**src/rtl/polynomial_signal_predictor_corrector_assert.svh**
```systemverilog
// Assertion macros for the predictor / corrector.
`ifndef POLYNOMIAL_SIGNAL_PREDICTOR_CORRECTOR_ASSERT_SVH
`define POLYNOMIAL_SIGNAL_PREDICTOR_CORRECTOR_ASSERT_SVH

`define PSPC_ASSERT_IMP(label, clk, rst, a, c) \
  label: assert property (@(posedge clk) disable iff (rst) (a) |-> (c)) \
    else $error("assertion failed");

`define PSPC_ASSERT_NEXT(label, clk, rst, a, c) \
  label: assert property (@(posedge clk) disable iff (rst) (a) |=> (c)) \
    else $error("assertion failed");

`endif

```
**src/rtl/pspc_pkg.sv**
```systemverilog
`default_nettype none
package pspc_pkg;
  localparam int NUM_DOF = 8;
  localparam int DOF_W = 3;
  localparam int ADDR_W = (NUM_DOF > 1) ? $clog2(NUM_DOF) : 1;
  localparam logic [1:0] FUNC_PUSH = 2'd0;
  localparam logic [1:0] FUNC_FILL = 2'd1;
  localparam logic [1:0] FUNC_PREDICT = 2'd2;
  localparam logic [1:0] FUNC_CORRECT = 2'd3;
  localparam logic [16:0] FRAC_ONE = 17'd65536;

  typedef logic signed [31:0] tap_t;
  typedef tap_t [3:0] row_t;

  typedef struct packed {
    logic [1:0] func;
    logic [16:0] frac;
    logic [1:0] order;
    logic        inrange;
  } job_t;
endpackage
`default_nettype wire

```
**src/rtl/pspc_history_ram.sv**
```systemverilog
`default_nettype none
module pspc_history_ram (
  input  wire logic                       clk,
  input  wire logic                       we,
  input  wire logic [pspc_pkg::ADDR_W-1:0] waddr,
  input  wire pspc_pkg::row_t             wdata,
  input  wire logic [pspc_pkg::ADDR_W-1:0] raddr,
  output pspc_pkg::row_t                  rdata
);
  import pspc_pkg::*;
  row_t mem [NUM_DOF];

  always_ff @(posedge clk) begin
    if (we) begin
      mem[waddr] <= wdata;
    end
    rdata <= mem[raddr];
  end
endmodule
`default_nettype wire

```
**config.mk**
```make
export PLATFORM = sky130hd
export DESIGN_NAME = pspc_history_ram
export DESIGN_NICKNAME = d
export VERILOG_FILES = /design/src/rtl/polynomial_signal_predictor_corrector_assert.svh /design/src/rtl/pspc_pkg.sv /design/src/rtl/pspc_history_ram.sv
export SDC_FILE = /design/constraint.sdc
export NUM_CORES = 1
export LEC_CHECK = 0
export ABC_AREA = 1
export BUFFER_PORTS_ARGS = -buffer_cell sky130_fd_sc_hd__buf_2
export CAP_MARGIN = 25
export CORE_UTILIZATION = 30
export DETAILED_ROUTE_END_ITERATION = 16
export SLEW_MARGIN = 0
export SYNTH_ARGS = -nofsm -noshare
export SYNTH_HDL_FRONTEND = slang
export SYNTH_SLANG_ARGS = --single-unit
```
**constraint.sdc**
```tcl
create_clock -name clk -period 6.57 [get_ports clk]
set_input_delay 0.657 -clock clk [delete_from_list [all_inputs] [get_ports clk]]
set_output_delay 0.657 -clock clk [all_outputs]
set_load 0.005 [all_outputs]
```
# After elaboration in Yosys (flattened, before gate mapping)
# Memory sizes are Yosys's and may differ from the RTL's. A register that Yosys moved wholly into a read port is not among the register bits.
# Index checks and enable logic that the tools add are counted.
# classes
mux,2
# ops
operator,count
1-bit two-way mux,2
# totals
inputBits,136
regBits,0
ram_bits,1024
output_inout_bits,128
mem_count,1
# memory_table
name,words,width,read_ports,rd_ports_with_merged_regs,wr,line_no,text
mem,8,128,1,1,1,pspc_history_ram.sv:11,row_t mem [NUM_DOF];

# Logic depth before layout (Yosys ltp)
# Gate-level depths: netlist of the first run.
# depth
ltp_word,2
mapped_depth,9

# Worst setup path before layout of the first run
# OpenSTA, ideal clock, no wires.
# synth_path
path_type,input to register
start,input port waddr[2] (netlist name)
end,memory mem[0][0] (netlist name) (enable)
path_buffers,0
setup_slack_ns,-0.169
arrival_time_ns,6.121
t_required_ns,5.952
path_stages,3
path_cell_list,inv_1 nand2_1 nor2_1
# synth_lines
item,line_no,text
"start, declared",pspc_history_ram.sv:5,"input wire logic [pspc_pkg::ADDR_W-1:0] waddr,"
"end, declared",pspc_history_ram.sv:11,
# No word-level cell before the write port.

==> impl_results.md, run 1 <==
- Final core utilization: 35.0%
- Final Max Tran Viols: 0
- Crit path from: raddr[0]
- Status: finished, final reports clean
- CP Data Required Time: 7.21 ns
- Hold WS: 0.153 ns
- H-tree levels: 4
- DRT iter0 DRCs: 1830
- Post-CTS resize count: 0
- Average cell area after synthesis: 10.3 sq um
- Max clock buf depth: 3
- Slew HR: 8.74%
- Floorplan core area: 0.156 sq mm
- FF+latch area: 0.0333 sq mm
- Buf+Inv Stages, Crit Path: 3
- Total grt overflow: 0
- Clk_skew: 0.0312 ns
- Total number of vias: 29.6k
- Layout area overhead: 16.1%
- Final net count: 4940
- Port Buf Inserts: 263
- Hold_buf cts: 0
- Cell repeated most along the worst path: nand2_1
- Power, Total: 16300 uW
- Lkg Pwr: 0.0247 uW
- WL final: 111 mm
- Vias per cell: 4.24
- Root buf cell: clkbuf_16
- TritonCTS clock tree: done
- Maximum fanout along the worst path: 208
- DRT Pass-1 Iters: 8
- Startpoint Class: input pin
- Hold path startpoint: wdata[16]
- I/O pin total: 264
- Crit-path max cell delay: 0.57 ns
- Critical path's top delay family: buffers and inverters
- Final hold vios: 0
- Antenna violations before repair: 24
- Layout cells sized above 1: 10.1%
- CTS Buf Count: 130
- Unique masters post-synth: 12
- Yosys warns: 0
- DRC: 0
- Largest net degree at the start of global routing: 208
- Sequential fraction of the synthesis area: 70.8%
- Crit Path Category: in -> reg
- Syn Inst Count: 4570
- Final ANT Viol Nets: 0
- Starting density of the core: 30.2%
- Critical Path, Cell by Cell: buf_8 > inv_16 > buf_12 > nand2_1 > nand3_1 > nand2_1 > nand2_1 > nand2_1
- Final period util: 39.8%
- Post-CTS Repair Setup Buffers: 0
- GRT Util Overall: 14.0%
- Hold WC Path Type: in -> reg
- Clk sinks: 1152
- MaxCap Viol Count: 0
- Inst Count DP: 6730
- Syn nets: 4706
- Critical path's slowest cell: buf_12
- CTS clock-pin slew for the worst setup and hold paths: 0.07 ns
- Die height: 398 um
- Worst Path Arrival: 3.26 ns
- Cell Rows: 145
- Unrepaired setup endpoints after global routing: no
- Final setup fails: 0
- Reg-to-Reg Start: mem[7][24]
- Fin crit period: 2.62 ns
- # fillers: 15.3k
- Final HPWL DP: 56.1 mm
- First-pass GRT wire length: 168 mm
- Slew @ Worst Pin: 1.37 ns
- Power Dens Cells: 299 mW/mm^2
- Syn Std Cell Area: 0.0471 sq mm
- Later-pin clock latency in the skew report: 0.77 ns
- Drt wl/cell: 16.0 um
- Placer Congestion: 0.728
- VDD IR max: 0.000239 V
- Die area: 0.159 sq mm
- Vias in the first global route: 28.3k
- Die Width: 398 um
- Fin cells: 6970
- Multi-input gate area: 0.00892 sq mm
- #FFs+latches synth: 1152
- Worst Setup End Kind: flop
- Max frequency: 0.382 GHz
layer usage:
layer	part of all wire, %	vias to the layer above	global-route usage (%)	wire length [um]
met2	47	630	22.9	52100
met1	45	14000	18.4	50200
li1	-	14700	-	-
met5	0.16	-	0	179
met3	5.7	194	3.15	6340
met4	2.2	26	4.39	2420
sequential cells by signal (all words and copies together), names as in the netlist:
register / flops
mem: 1024
rdata: 128
power breakdown:
part	total [uW]	internal (uW)	switching, uW
clock network	6970	4040	2930
logic	984	301	684
registers	8360	8280	88.4
final timing paths:
| check | to | slack, ns | cells after the start |
|---|---|---|---|
| worst max-delay path | rdata[24] | 3.95 | 8 |
| worst min-delay path | mem[3][16] | 0.15 | 1 |
| worst max register to register | rdata[24] | 5.55 | 6 |
| worst min register to register | rdata[6] | 0.60 | 6 |
through the flow:
stage / setup TNS, ns / area (sq um) / worst slack, ns
finish: 0 / 54600 / 3.95
global route: 0 / 54600 / 3.91
CTS: 0 / 54600 / 4.17
detailed placement: 0 / 50500 / 3.32
global placement: 0 / 50500 / 3.40
floorplan: -121.23 / 47100 / -0.164
layout by cell type, fill, tap and decap left out, drive strengths merged:
cell type / n
buf: 300
bufinv: 2
clkbuf: 192
clkinv: 23
clkinvlp: 4
dfxtp: 128
diode: 8
edfxtp: 1024
inv: 1041
nand2: 1670
nand3: 512
nor2: 8
synth_stat cells:
master	number	share of area [%]
buf_2	138	1.5
inv_4	1	0.013
nor2_1	8	0.064
dfxtp_1	128	5.4
nand2_1	1670	13
nand3_1	512	5.4
clkbuf_1	34	0.27
inv_1	1028	8.2
buf_4	20	0.32
buf_6	6	0.14
edfxtp_1	1024	65
inv_2	1	0.0080
cell type report:
class                   instances  area share [%]
inverters                    1030            7.13
clock inverters                40           0.682
diodes                          8          0.0366
well taps                    2058            4.71
multi-input cells            2190            16.3
clock buffers                 192            6.82
repair buffers                300            3.34
flip-flops and latches       1152            61.0
worst register-to-register path, stage by stage (launching register included):
cell and delay [ns]:
edfxtp_1 0.37, inv_1 0.08, nand2_1 0.07, nand3_1 0.12, nand2_1 0.07, nand2_1 0.06, nand2_1 0.11
logic make-up after synthesis:
logic type,synth area share (%)
buffers and inverters,10.4
DFF,70.8
and+or+nand+nor,18.8
Power figures use the tool's default switching activity.
==> inputs of run 2 (changes only) <==
- clock period: 6.57 -> 2.15 ns (I/O delays scaled with it)
==> run 2 against run 1 <==
  * Global-route usage rose by 0.36 points
  * Critical endpoint is now rdata[74]
  * Flip-flop and latch count is the same
  * Design area is 5.2% higher
  * Non-clock buffer count rose by 214
  * Highest routed layer unchanged
  * First-iteration DRC count rose by 22%
  * Sequential share of layout area fell by 3.0 points
  * Sequential power grew to 3.1 times the previous value
  * Critical path depth is 7 lower
  * Die area did not move
  * Largest cell class unchanged
==> impl_results.md, run 2 (synthesis gave the netlist of run 1 again) <==
- Final ANT Viol Nets: 0
- Unrepaired setup endpoints after global routing: no
- Lkg Pwr: 0.0260 uW
- Max frequency: 0.539 GHz
- DRT Pass-1 Iters: 8
- Crit Path Category: reg -> out
- Max reg flops: 1024
- Reg-to-Reg Start: mem[5][3]
- Final setup TNS: 0 ns
- Max clock buf depth: 3
- Commonest non-fill, non-tap cell in the layout: nand2_1
- Total number of vias: 30.3k
- Fin cells: 7189
- # fillers: 15.2k
- Worst Setup End Kind: output pin
- Layout area overhead: 22.1%
- Starting density of the core: 30.2%
- Status: finished, final reports clean
- I/O pin total: 264
- Critical path's slowest cell: dfxtp_1
- Placer Congestion: 0.768
- Top Registers: mem x1024, rdata x128
- Hold_buf cts: 132
- Final period util: 86.4%
- H-tree levels: 4
- Floorplan core area: 0.156 sq mm
- Slew @ Worst Pin: 0.731 ns
- Setup ws final: 0.293 ns
- Worst Path Arrival: 1.64 ns
- DRC: 0
- Vias in the first global route: 29.7k
- Critical Path, Cell by Cell: buf_2
- Power Dens Cells: 892 mW/mm^2
- Maximum fanout along the worst path: 1
- Later-pin clock latency in the skew report: 0.76 ns
- Final net count: 5154
- Final Cell Area: 0.0575 sq mm
- GRT Util Overall: 14.4%
- Crit-path max cell delay: 0.66 ns
- Fin crit period: 1.86 ns
- Post-CTS resize count: 0
- Largest register by flop count: mem
- Layout cells sized above 1: 11.6%
- Die Width: 398 um
- FF+latch area: 0.0333 sq mm
- Crit path from: rdata[74]
- Final Max Tran Viols: 0
- CTS clock-pin slew for the worst setup and hold paths: 0.06 ns
- DRT iter0 DRCs: 2238
- MaxCap Viol Count: 0
- Hold path startpoint: we
- Hold WC Path Type: in -> reg
- Cell Area, Placed: 0.0518 sq mm
- Final core utilization: 36.8%
- Die area: 0.159 sq mm
- Buf+Inv Stages, Crit Path: 1
- Largest net degree at the start of global routing: 126
- Startpoint Class: flop
- Cell Rows: 145
- Root buf cell: clkbuf_16
- Inst Count DP: 6812
- Clk sinks: 1152
- Flop-to-flop setup slack: 0.73 ns
- Final hold vios: 0
- Multi-input gate area: 0.00901 sq mm
- Commonest non-fill, non-tap cells in the layout: 1664 x nand2_1, 1024 x inv_1, 1024 x edfxtp_1, 512 x nand3_1, 260 x buf_2
- Antenna violations before repair: 9
- Total grt overflow: 0
- CTS Buf Count: 130
- Port Buf Inserts: 263
- Drt wl/cell: 15.8 um
- Die height: 398 um
- Final HPWL DP: 65.7 mm
- Final setup fails: 0
- Vias per cell: 4.22
- Critical path's top delay family: flip-flops
- Pre-CTS WS: 0.402 ns
- Clk_skew: 0.0250 ns
- Post-CTS Repair Setup Buffers: 0
- WL final: 114 mm
- CP Data Required Time: 1.93 ns
- Slew HR: 51.3%
- First-pass GRT wire length: 175 mm
- TritonCTS clock tree: done
- VDD IR max: 0.000720 V
-- run 2: per-stage QoR --
| stage | hold WS, ns | power, uW |
|---|---|---|
| final | 0.166 | 51300 |
| after floorplan | 0.314 | 27800 |
| after detailed placement | 0.491 | 29400 |
| after global routing | 0.138 | 53100 |
| after global placement | 0.482 | 29300 |
| after CTS | 0.0868 | 51900 |
-- run 2: per-layer routing --
| layer | part of all wire [%] | GRT usage (%) |
|---|---|---|
| met3 | 4.9 | 2.72 |
| met4 | 2.5 | 5.10 |
| met5 | 0.054 | 0 |
| met2 | 48 | 23.4 |
| met1 | 45 | 19.1 |
-- run 2: path summary, 6_finish.rpt --
path,to,cells past startpoint
min reg2reg,rdata[105],6
max reg2reg,rdata[3],7
max,rdata[74],1
min,mem[7][11],4
-- run 2: final cells by class --
class	instances	share of cell area [%]
Sequential cell	1152	58.0
Multi-Input combinational cell	2190	15.7
Timing Repair Buffer	514	7.52
Inverter	1030	6.86
Clock buffer	182	6.41
Tap cell	2058	4.48
Clock inverter	58	1.07
Antenna cell	5	0.0218
-- run 2: where the power goes --
| group | switching (uW) | leakage (uW) | internal, uW |
|---|---|---|---|
| clock | 9070 | 0.00211 | 13100 |
| combinational | 2260 | 0.0135 | 1230 |
| sequential | 269 | 0.0104 | 25300 |
| total | 11600 | 0.0260 | 39600 |
