### src/rtl/polynomial_signal_predictor_corrector_assert.svh
// Assertion macros for the predictor / corrector.
`ifndef POLYNOMIAL_SIGNAL_PREDICTOR_CORRECTOR_ASSERT_SVH
`define POLYNOMIAL_SIGNAL_PREDICTOR_CORRECTOR_ASSERT_SVH

`define PSPC_ASSERT_IMP(label, clk, rst, a, c) \
  label: assert property (@(posedge clk) disable iff (rst) (a) |-> (c)) \
    else $error("assertion failed");

`define PSPC_ASSERT_NEXT(label, clk, rst, a, c) \
  label: assert property (@(posedge clk) disable iff (rst) (a) |=> (c)) \
    else $error("assertion failed");

`endif

### src/rtl/pspc_pkg.sv
`default_nettype none
package pspc_pkg;
  localparam int NUM_DOF = 8;
  localparam int DOF_W = 3;
  localparam int ADDR_W = (NUM_DOF > 1) ? $clog2(NUM_DOF) : 1;
  localparam logic [1:0] FUNC_PUSH = 2'd0;
  localparam logic [1:0] FUNC_FILL = 2'd1;
  localparam logic [1:0] FUNC_PREDICT = 2'd2;
  localparam logic [1:0] FUNC_CORRECT = 2'd3;
  localparam logic [16:0] FRAC_ONE = 17'd65536;

  typedef logic signed [31:0] tap_t;
  typedef tap_t [3:0] row_t;

  typedef struct packed {
    logic [1:0] func;
    logic [16:0] frac;
    logic [1:0] order;
    logic        inrange;
  } job_t;
endpackage
`default_nettype wire

### src/rtl/pspc_mac.sv
`default_nettype none
// Multiply-accumulate of taps by weights, one half weight per cycle (low 29
// bits, then the signed upper 28), then rounding, floor division by 6 through
// a reciprocal multiply in two halves, and clamping.
module pspc_mac (
  input  wire logic                 clk,
  input  wire logic                 rst,
  input  wire logic                 start,
  input  wire pspc_pkg::row_t       taps,
  input  wire logic signed [56:0]   w0,
  input  wire logic signed [56:0]   w1,
  input  wire logic signed [56:0]   w2,
  input  wire logic signed [56:0]   w3,
  output logic                      done,
  output logic signed [31:0]        value,
  output logic                      sat
);
  import pspc_pkg::*;
  localparam logic [33:0] RECIP_3 = 34'd11453246123;
  localparam logic signed [47:0] SAT_BOUND = 48'sd12884901888;
  logic [3:0] step;
  logic busy;
  logic signed [95:0] acc;
  logic signed [31:0] tap_sel;
  logic signed [56:0] w_sel;
  logic signed [29:0] w_part;
  logic signed [61:0] prod;
  logic signed [95:0] prod_ext;
  logic signed [47:0] v;
  logic signed [47:0] v_bias;
  logic [33:0] y;
  logic [50:0] y_mul;
  logic [50:0] y_lo;
  logic [67:0] q_full;
  logic sat_hi, sat_lo;

  always_comb begin
    unique case (step[2:1])
      2'd0: begin tap_sel = taps[0]; w_sel = w0; end
      2'd1: begin tap_sel = taps[1]; w_sel = w1; end
      2'd2: begin tap_sel = taps[2]; w_sel = w2; end
      default: begin tap_sel = taps[3]; w_sel = w3; end
    endcase
    if (step[0]) w_part = {{2{w_sel[56]}}, w_sel[56:29]};
    else w_part = {1'b0, w_sel[28:0]};
    prod = 62'(tap_sel) * 62'(w_part);
    if (step[0]) prod_ext = {{5{prod[61]}}, prod, 29'd0};
    else prod_ext = {{34{prod[61]}}, prod};
    v = acc[95:48];
    // offset keeps the dividend non-negative inside the output range
    v_bias = v + SAT_BOUND;
    y_mul = 51'(y) * 51'((step == 4'd9) ? RECIP_3[16:0] : RECIP_3[33:17]);
    q_full = {y_mul, 17'd0} + 68'(y_lo);
  end

  always_ff @(posedge clk) begin
    if (rst) begin
      busy <= 1'b0;
      done <= 1'b0;
      step <= '0;
    end else begin
      done <= 1'b0;
      if (start) begin
        busy <= 1'b1;
        step <= '0;
        acc <= 96'sd3 <<< 48;
      end else if (busy) begin
        step <= step + 4'd1;
        if (step < 4'd8) begin
          acc <= acc + prod_ext;
        end else if (step == 4'd8) begin
          sat_hi <= v >= SAT_BOUND;
          sat_lo <= v < -SAT_BOUND;
          y <= v_bias[34:1];
        end else if (step == 4'd9) begin
          y_lo <= y_mul;
        end else begin
          busy <= 1'b0;
          done <= 1'b1;
          if (sat_hi) begin
            value <= 32'sh7FFFFFFF; sat <= 1'b1;
          end else if (sat_lo) begin
            value <= 32'sh80000000; sat <= 1'b1;
          end else begin
            value <= q_full[66:35] ^ 32'h80000000; sat <= 1'b0;
          end
        end
      end
    end
  end
endmodule
`default_nettype wire

### config.mk
export PLATFORM = sky130hd
export DESIGN_NAME = pspc_mac
export DESIGN_NICKNAME = d
export VERILOG_FILES = /design/src/rtl/polynomial_signal_predictor_corrector_assert.svh /design/src/rtl/pspc_pkg.sv /design/src/rtl/pspc_mac.sv
export SDC_FILE = /design/constraint.sdc
export NUM_CORES = 2
export LEC_CHECK = 0
export BUFFER_PORTS_ARGS = -buffer_cell sky130_fd_sc_hd__buf_2
export CELL_PAD_IN_SITES_DETAIL_PLACEMENT = 1
export CELL_PAD_IN_SITES_GLOBAL_PLACEMENT = 1
export CORE_ASPECT_RATIO = 0.8
export CORE_MARGIN = 10
export CORE_UTILIZATION = 40
export DETAILED_ROUTE_END_ITERATION = 6
export PLACE_DENSITY_LB_ADDON = 0.1
export SLEW_MARGIN = 20
export SYNTH_ARGS = -nofsm -noshare
export SYNTH_HDL_FRONTEND = slang
export SYNTH_SLANG_ARGS = --single-unit
### constraint.sdc
create_clock -name clk -period 12.3 [get_ports clk]
set_input_delay 1.845 -clock clk [delete_from_list [all_inputs] [get_ports clk]]
set_output_delay 1.845 -clock clk [all_outputs]
set_load 0.02 [all_outputs]
### Word-level counts from Yosys, hierarchy flattened

Index checks and enable logic that the tools add are counted.

| cells by class | value |
|---|---|
| $add $sub $neg | 4 |
| multiply operators | 2 |
| $lt $le $gt $ge | 3 |
| equality and inequality tests | 4 |
| muxes and demuxes | 15 |
| bitwise gates (word level) | 7 |
| reductions and logical operators | 9 |

Operators with widths:

| cell | number |
|---|---|
| two-way mux 96 bit | 2 |
| case mux 57 bit (3 select lines) | 1 |
| adder 96 x 91 -> 96 bit | 1 |
| case mux 32 bit (3 select lines) | 1 |
| two-way mux 90 bit | 1 |
| adder 67 x 51 -> 67 bit | 1 |
| multiplier 32 x 30 -> 62 bit | 1 |
| multiplier 34 x 17 -> 51 bit | 1 |
| >= comparator 48 x 35 -> 1 bit, second input constant | 1 |
| less-than comparator 48 x 35 -> 1 bit, second input constant | 1 |
| adder 35 bit, second input constant | 1 |
| two-way mux 32 bit | 1 |
| two-way mux 30 bit | 1 |
| two-way mux 17 bit | 1 |
| AND reduction 6 bit | 2 |
| equality test 4 bit, second input constant | 2 |
| two-way mux 1 bit | 7 |
| inverter 1 bit | 7 |
| AND reduction 5 bit | 1 |
| OR reduction 5 bit | 1 |
| adder 4 x 1 -> 4 bit, second input constant | 1 |
| less-than comparator 4 bit, second input constant | 1 |
| nonzero test 2 bit | 2 |
| AND reduction 3 bit | 1 |
| 4 further kinds | 4 |

| word-level totals | value |
|---|---|
| flip-flop bits (word level) | 222 |
| input port bits | 359 |
| output and inout port bits | 34 |

### Longest topological paths before layout

| logic depth | value |
|---|---|
| depth in word-level cells | 8 |
| gate-level depth with buffers | 53 |
| depth with buffers taken out | 45 |

### Least setup slack after synthesis

Ideal clock, no wire load.

| timing | value |
|---|---|
| path type | input to register |
| start | input port w2[56] |
| end | register acc[94] (data pin) |
| library setup time | 0.260 ns |
| arrival time | 12.915 ns |
| data required time | 12.040 ns |
| path slack | -0.875 ns |
| cell stages on the path | 42 |
| buffers on the path | 5 |
| cells stage by stage | mux2_2 -> o21ai_0 -> nand2b_1 -> clkbuf_1 -> inv_2 -> nor2_1 -> clkbuf_1 -> nor2_1 -> fa_1 -> fa_1 -> fa_1 -> fa_1 -> fa_1 -> fa_1 -> fa_1 -> inv_1 -> fa_1 -> inv_1 -> [6 not listed] -> o31a_1 -> o21ai_0 -> a21oi_1 -> xnor2_1 -> nand2_1 -> clkbuf_1 -> o21ai_0 -> ha_1 -> clkbuf_1 -> nand4_1 -> nor4_1 -> nor4b_1 -> o21ai_0 -> a2111oi_0 -> o21ai_0 -> nand2_1 -> a31oi_1 -> mux2_2 |

| between the ends | value |
|---|---|
| cells in the longest elaborated chain, start to end | 7 |

Ends and longest elaborated chain:

| element | line | text |
|---|---|---|
| from (decl) | pspc_mac.sv:12 | `input wire logic signed [56:0] w2,` |
| case mux 57 bit (3 select lines) (*) | pspc_mac.sv:38 | `unique case (step[2:1])` |
| two-way mux 30 bit (*) | pspc_mac.sv:44 | `if (step[0]) w_part = {{2{w_sel[56]}}, w_sel[56:29]};` |
| multiplier 32 x 30 -> 62 bit (*) | pspc_mac.sv:46 | `prod = 62'(tap_sel) * 62'(w_part);` |
| two-way mux 90 bit | pspc_mac.sv:47 | `if (step[0]) prod_ext = {{5{prod[61]}}, prod, 29'd0};` |
| adder 96 x 91 -> 96 bit (*) | pspc_mac.sv:70 | `acc <= acc + prod_ext;` |
| two-way mux 96 bit (*) | pspc_mac.sv:69 | `if (step < 4'd8) begin` |
| two-way mux 96 bit (*) | pspc_mac.sv:67 | `end else if (busy) begin` |
| to (signal assigned) | pspc_mac.sv:66 | `acc <= 96'sd3 <<< 48;` |
| to (signal assigned) | pspc_mac.sv:70 |  |
| to (decl) | pspc_mac.sv:23 | `logic signed [95:0] acc;` |

Every way passes the cells marked *; elsewhere a longest branch is shown, timed or not. The select of a mux whose other input is x is not followed.
A chain may end at the register's enable or synchronous reset.

### Worst setup path after layout

| timing | value |
|---|---|
| start | input port w3[50] |
| end | register acc[95] (data pin) |

| between the ends | value |
|---|---|
| cells in the longest elaborated chain, start to end | 7 |

Ends and longest elaborated chain:

| element | line | text |
|---|---|---|
| from (decl) | pspc_mac.sv:13 | `input wire logic signed [56:0] w3,` |
| case mux 57 bit (3 select lines) (*) | pspc_mac.sv:38 |  |
| two-way mux 30 bit (*) | pspc_mac.sv:44 |  |
| multiplier 32 x 30 -> 62 bit (*) | pspc_mac.sv:46 |  |
| two-way mux 90 bit | pspc_mac.sv:47 |  |
| adder 96 x 91 -> 96 bit (*) | pspc_mac.sv:70 |  |
| two-way mux 96 bit (*) | pspc_mac.sv:69 |  |
| two-way mux 96 bit (*) | pspc_mac.sv:67 |  |

Marked as above.

==> flow_metrics.env <==
export IMPL_area_growth_pct=27.1
export IMPL_drtIter0Drc=4585
export IMPL_violations="negative setup slack"
export IMPL_finClkSkew_ps=33.4
export IMPL_fin_crit_sh_pct=103
export IMPL_synth_most_common_cell="inv_1"
export IMPL_dieArea_mm2=0.178
export IMPL_hold_viol=0
export IMPL_final_layout_size_suffix_gt1_share_pct=25.2
export IMPL_synth_area_leaders="fa_1 (41%), inv_1 (9.7%), ha_1 (9.5%)"
export IMPL_synth_largest_area_cell="fa_1"
export IMPL_num_io_pins=393
export IMPL_cts_max_path_buffers=3
export IMPL_gp_congestion=1.02
export IMPL_grt_pass1_vias=61600
export IMPL_report_final_slew_viol_count=0
export IMPL_cp_common_cell="fa_1"
export IMPL_required_ps=12630
export IMPL_holdPathStages=0
export IMPL_path_max_fanout=7
export IMPL_fmax_mhz=78.7
export IMPL_yosysWarnings=0
export IMPL_status="complete, but fails checks"
export IMPL_antenna_found_initial=56
export IMPL_place_ws_ps=-1880
export IMPL_start_kind="input pin"
export IMPL_drt_wirelength_per_cell_um=26.3
export IMPL_max_cap_viol_count=0
export IMPL_slew_headroom_pct=24.4
export IMPL_crit_type="in2reg"
export IMPL_cts_tree="yes"
export IMPL_fillers=18500
export IMPL_holdBufCountCts=0
export IMPL_cts_buffers=23
export IMPL_setup_violations=23
export IMPL_yosysSeqAreaShare_pct=9.42
export IMPL_synth_top_cell_area_share_pct=41.3
export IMPL_worst_pin_slew_ps=1130
export IMPL_fin_ws_ps=-400
export IMPL_synth_enable_flop_cells=199
export IMPL_place_hpwl_um=250000
export IMPL_wirelength_um=284000
export IMPL_fin_cells=10800
export IMPL_firstDrtPassIters=6
export IMPL_cts_htree_levels=1
export IMPL_cp_slowest_cell="fa_1"
export IMPL_r2r_cells=46
export IMPL_ys_ff_latch=205
export IMPL_port_buffers=392
export IMPL_cts_sinks=205
export IMPL_async_flop_share_pct=0
export IMPL_placedCellCount=10600
export IMPL_insertion_delay_ps=590
export IMPL_yosysUniqueCellTypes=83
export IMPL_rsz0062_at_grt="true"
export IMPL_syn_area_mm2=0.0647
export IMPL_syn_inst=7261
export IMPL_drc=0
export IMPL_core_mm2=0.160
export IMPL_timing_critical_path_buf_inv=10
export IMPL_die_y_um=380
export IMPL_synthTopCellsByCount="inv_1 (1,668), fa_1 (1,334), nand2_1 (889)"
export IMPL_grt_pass1_wl_um=414000
export IMPL_path_clk_slew_ps=80
export IMPL_hold_class="reg2reg"
export IMPL_arrival_ps=13030
export IMPL_track_usage_pct=31.1
export IMPL_initial_utilization_pct=40.4
export IMPL_fin_nets=10800
export IMPL_clockRootBuffer="clkbuf_16"
export IMPL_num_vias=57000
export IMPL_path_depth=45
export IMPL_path_delay_family="adder cells"
export IMPL_ant_nets=0
export IMPL_grt_overflow=0
export IMPL_rows=131
export IMPL_grt_max_degree=69
export IMPL_endpoint_kind="flip-flop"
export IMPL_final_util_pct=51.3
export IMPL_slowest_delay_ps=570
export IMPL_min_period_ps=12700
export IMPL_viasPerCell=5.28
export IMPL_die_w_um=470
export IMPL_ys_flop_type="edfxtp_1"
export IMPL_post_synth_cell_area_avg_um2=8.91
## worst register-to-register path, delay by kind of cell, from the launching register on
family | cells | cell delay, ps
simple gates | 8 | 1570
flops | 1 | 540
buf+inv | 11 | 1570
mux | 1 | 70
fa+ha+maj | 10 | 4710
xor+xnor | 2 | 330
compound gates | 14 | 3330
## per-stage QoR
step	TNS, ps	area (um2)	hold slack, ps
after floorplan	0	65000	433
after global placement	-57130	78300	460
after detailed placement	-72900	78300	449
after CTS	-1300	80600	472
after global routing	-14260	82200	493
final	-5720	82200	467
## final cells by class
| type | instances | area, um2 | area share, % |
|---|---|---|---|
| antenna | 41 | 103 | 0.125 |
| multi-input combinational | 5036 | 52900 | 64.3 |
| inverter | 1669 | 6270 | 7.62 |
| clock buffer | 24 | 579 | 0.705 |
| tap | 2128 | 2660 | 3.24 |
| sequential | 205 | 6110 | 7.43 |
| timing repair buffer | 1674 | 13500 | 16.4 |
| clock inverter | 17 | 158 | 0.192 |
## worst paths after layout
check | start | to | slack [ps]
setup / recovery | w3[50] | acc[95] | -400
hold / removal | acc[76] | y[27] | 470
setup reg to reg | step[2] | acc[95] | -60
hold reg to reg | acc[76] | y[27] | 470
## routing by layer
layer	part of all wire [%]	track usage (%)	routed length (um)	vias up
li1	-	-	-	25100
met1	45	45.8	128000	29800
met2	42	45.5	120000	1753
met3	8.4	6.31	23800	331
met4	4.2	10.1	11800	16
met5	0.031	0	89	-
## registers in the layout (all words and copies together), names as in the netlist
signal and cells:
y_lo 34, busy 1, step 4, sat 1, acc 96, sat_hi 1
value 32, y 34, sat_lo 1, done 1
## logic make-up (layout without fill, tap and decap cells)
| logic type | count (synthesis) | in the layout | synth area share (%) |
|---|---|---|---|
| compound gates | 919 | 919 | 8.92 |
| xor+xnor | 222 | 222 | 3.03 |
| fa+ha+maj | 1825 | 1825 | 50.8 |
| buf+inv | 2028 | 3384 | 11.8 |
| flops | 205 | 205 | 9.42 |
| mux | 150 | 150 | 3.51 |
| other cells | 2 | 51 | 0.0116 |
| simple gates | 1910 | 1910 | 12.5 |
## layout by cell type (no fill, tap or decap), drive strengths merged, types with 146 or more instances in the layout
cell type | synthesis | layout
a21oi | 304 | 304
buf | 26 | 1672
edfxtp | 199 | 199
fa | 1334 | 1334
ha | 491 | 491
inv | 1669 | 1676
nand2 | 889 | 889
nor2 | 631 | 631
o21ai | 208 | 208
xnor2 | 146 | 146
## what timing repair did
item / 4_1_cts / 5_1_grt
cloned: 2 / 3
buffers inserted: 85 / 60
gates resized for setup: 244 / 240
setup endpoints to repair: 57 / 54
hold endpoints to repair: 0 / 0
pin swaps: 125 / 142
Power is left out: the tool's default activity adds up to more than one toggle a clock period on the data nets, which glitch-free logic cannot reach.
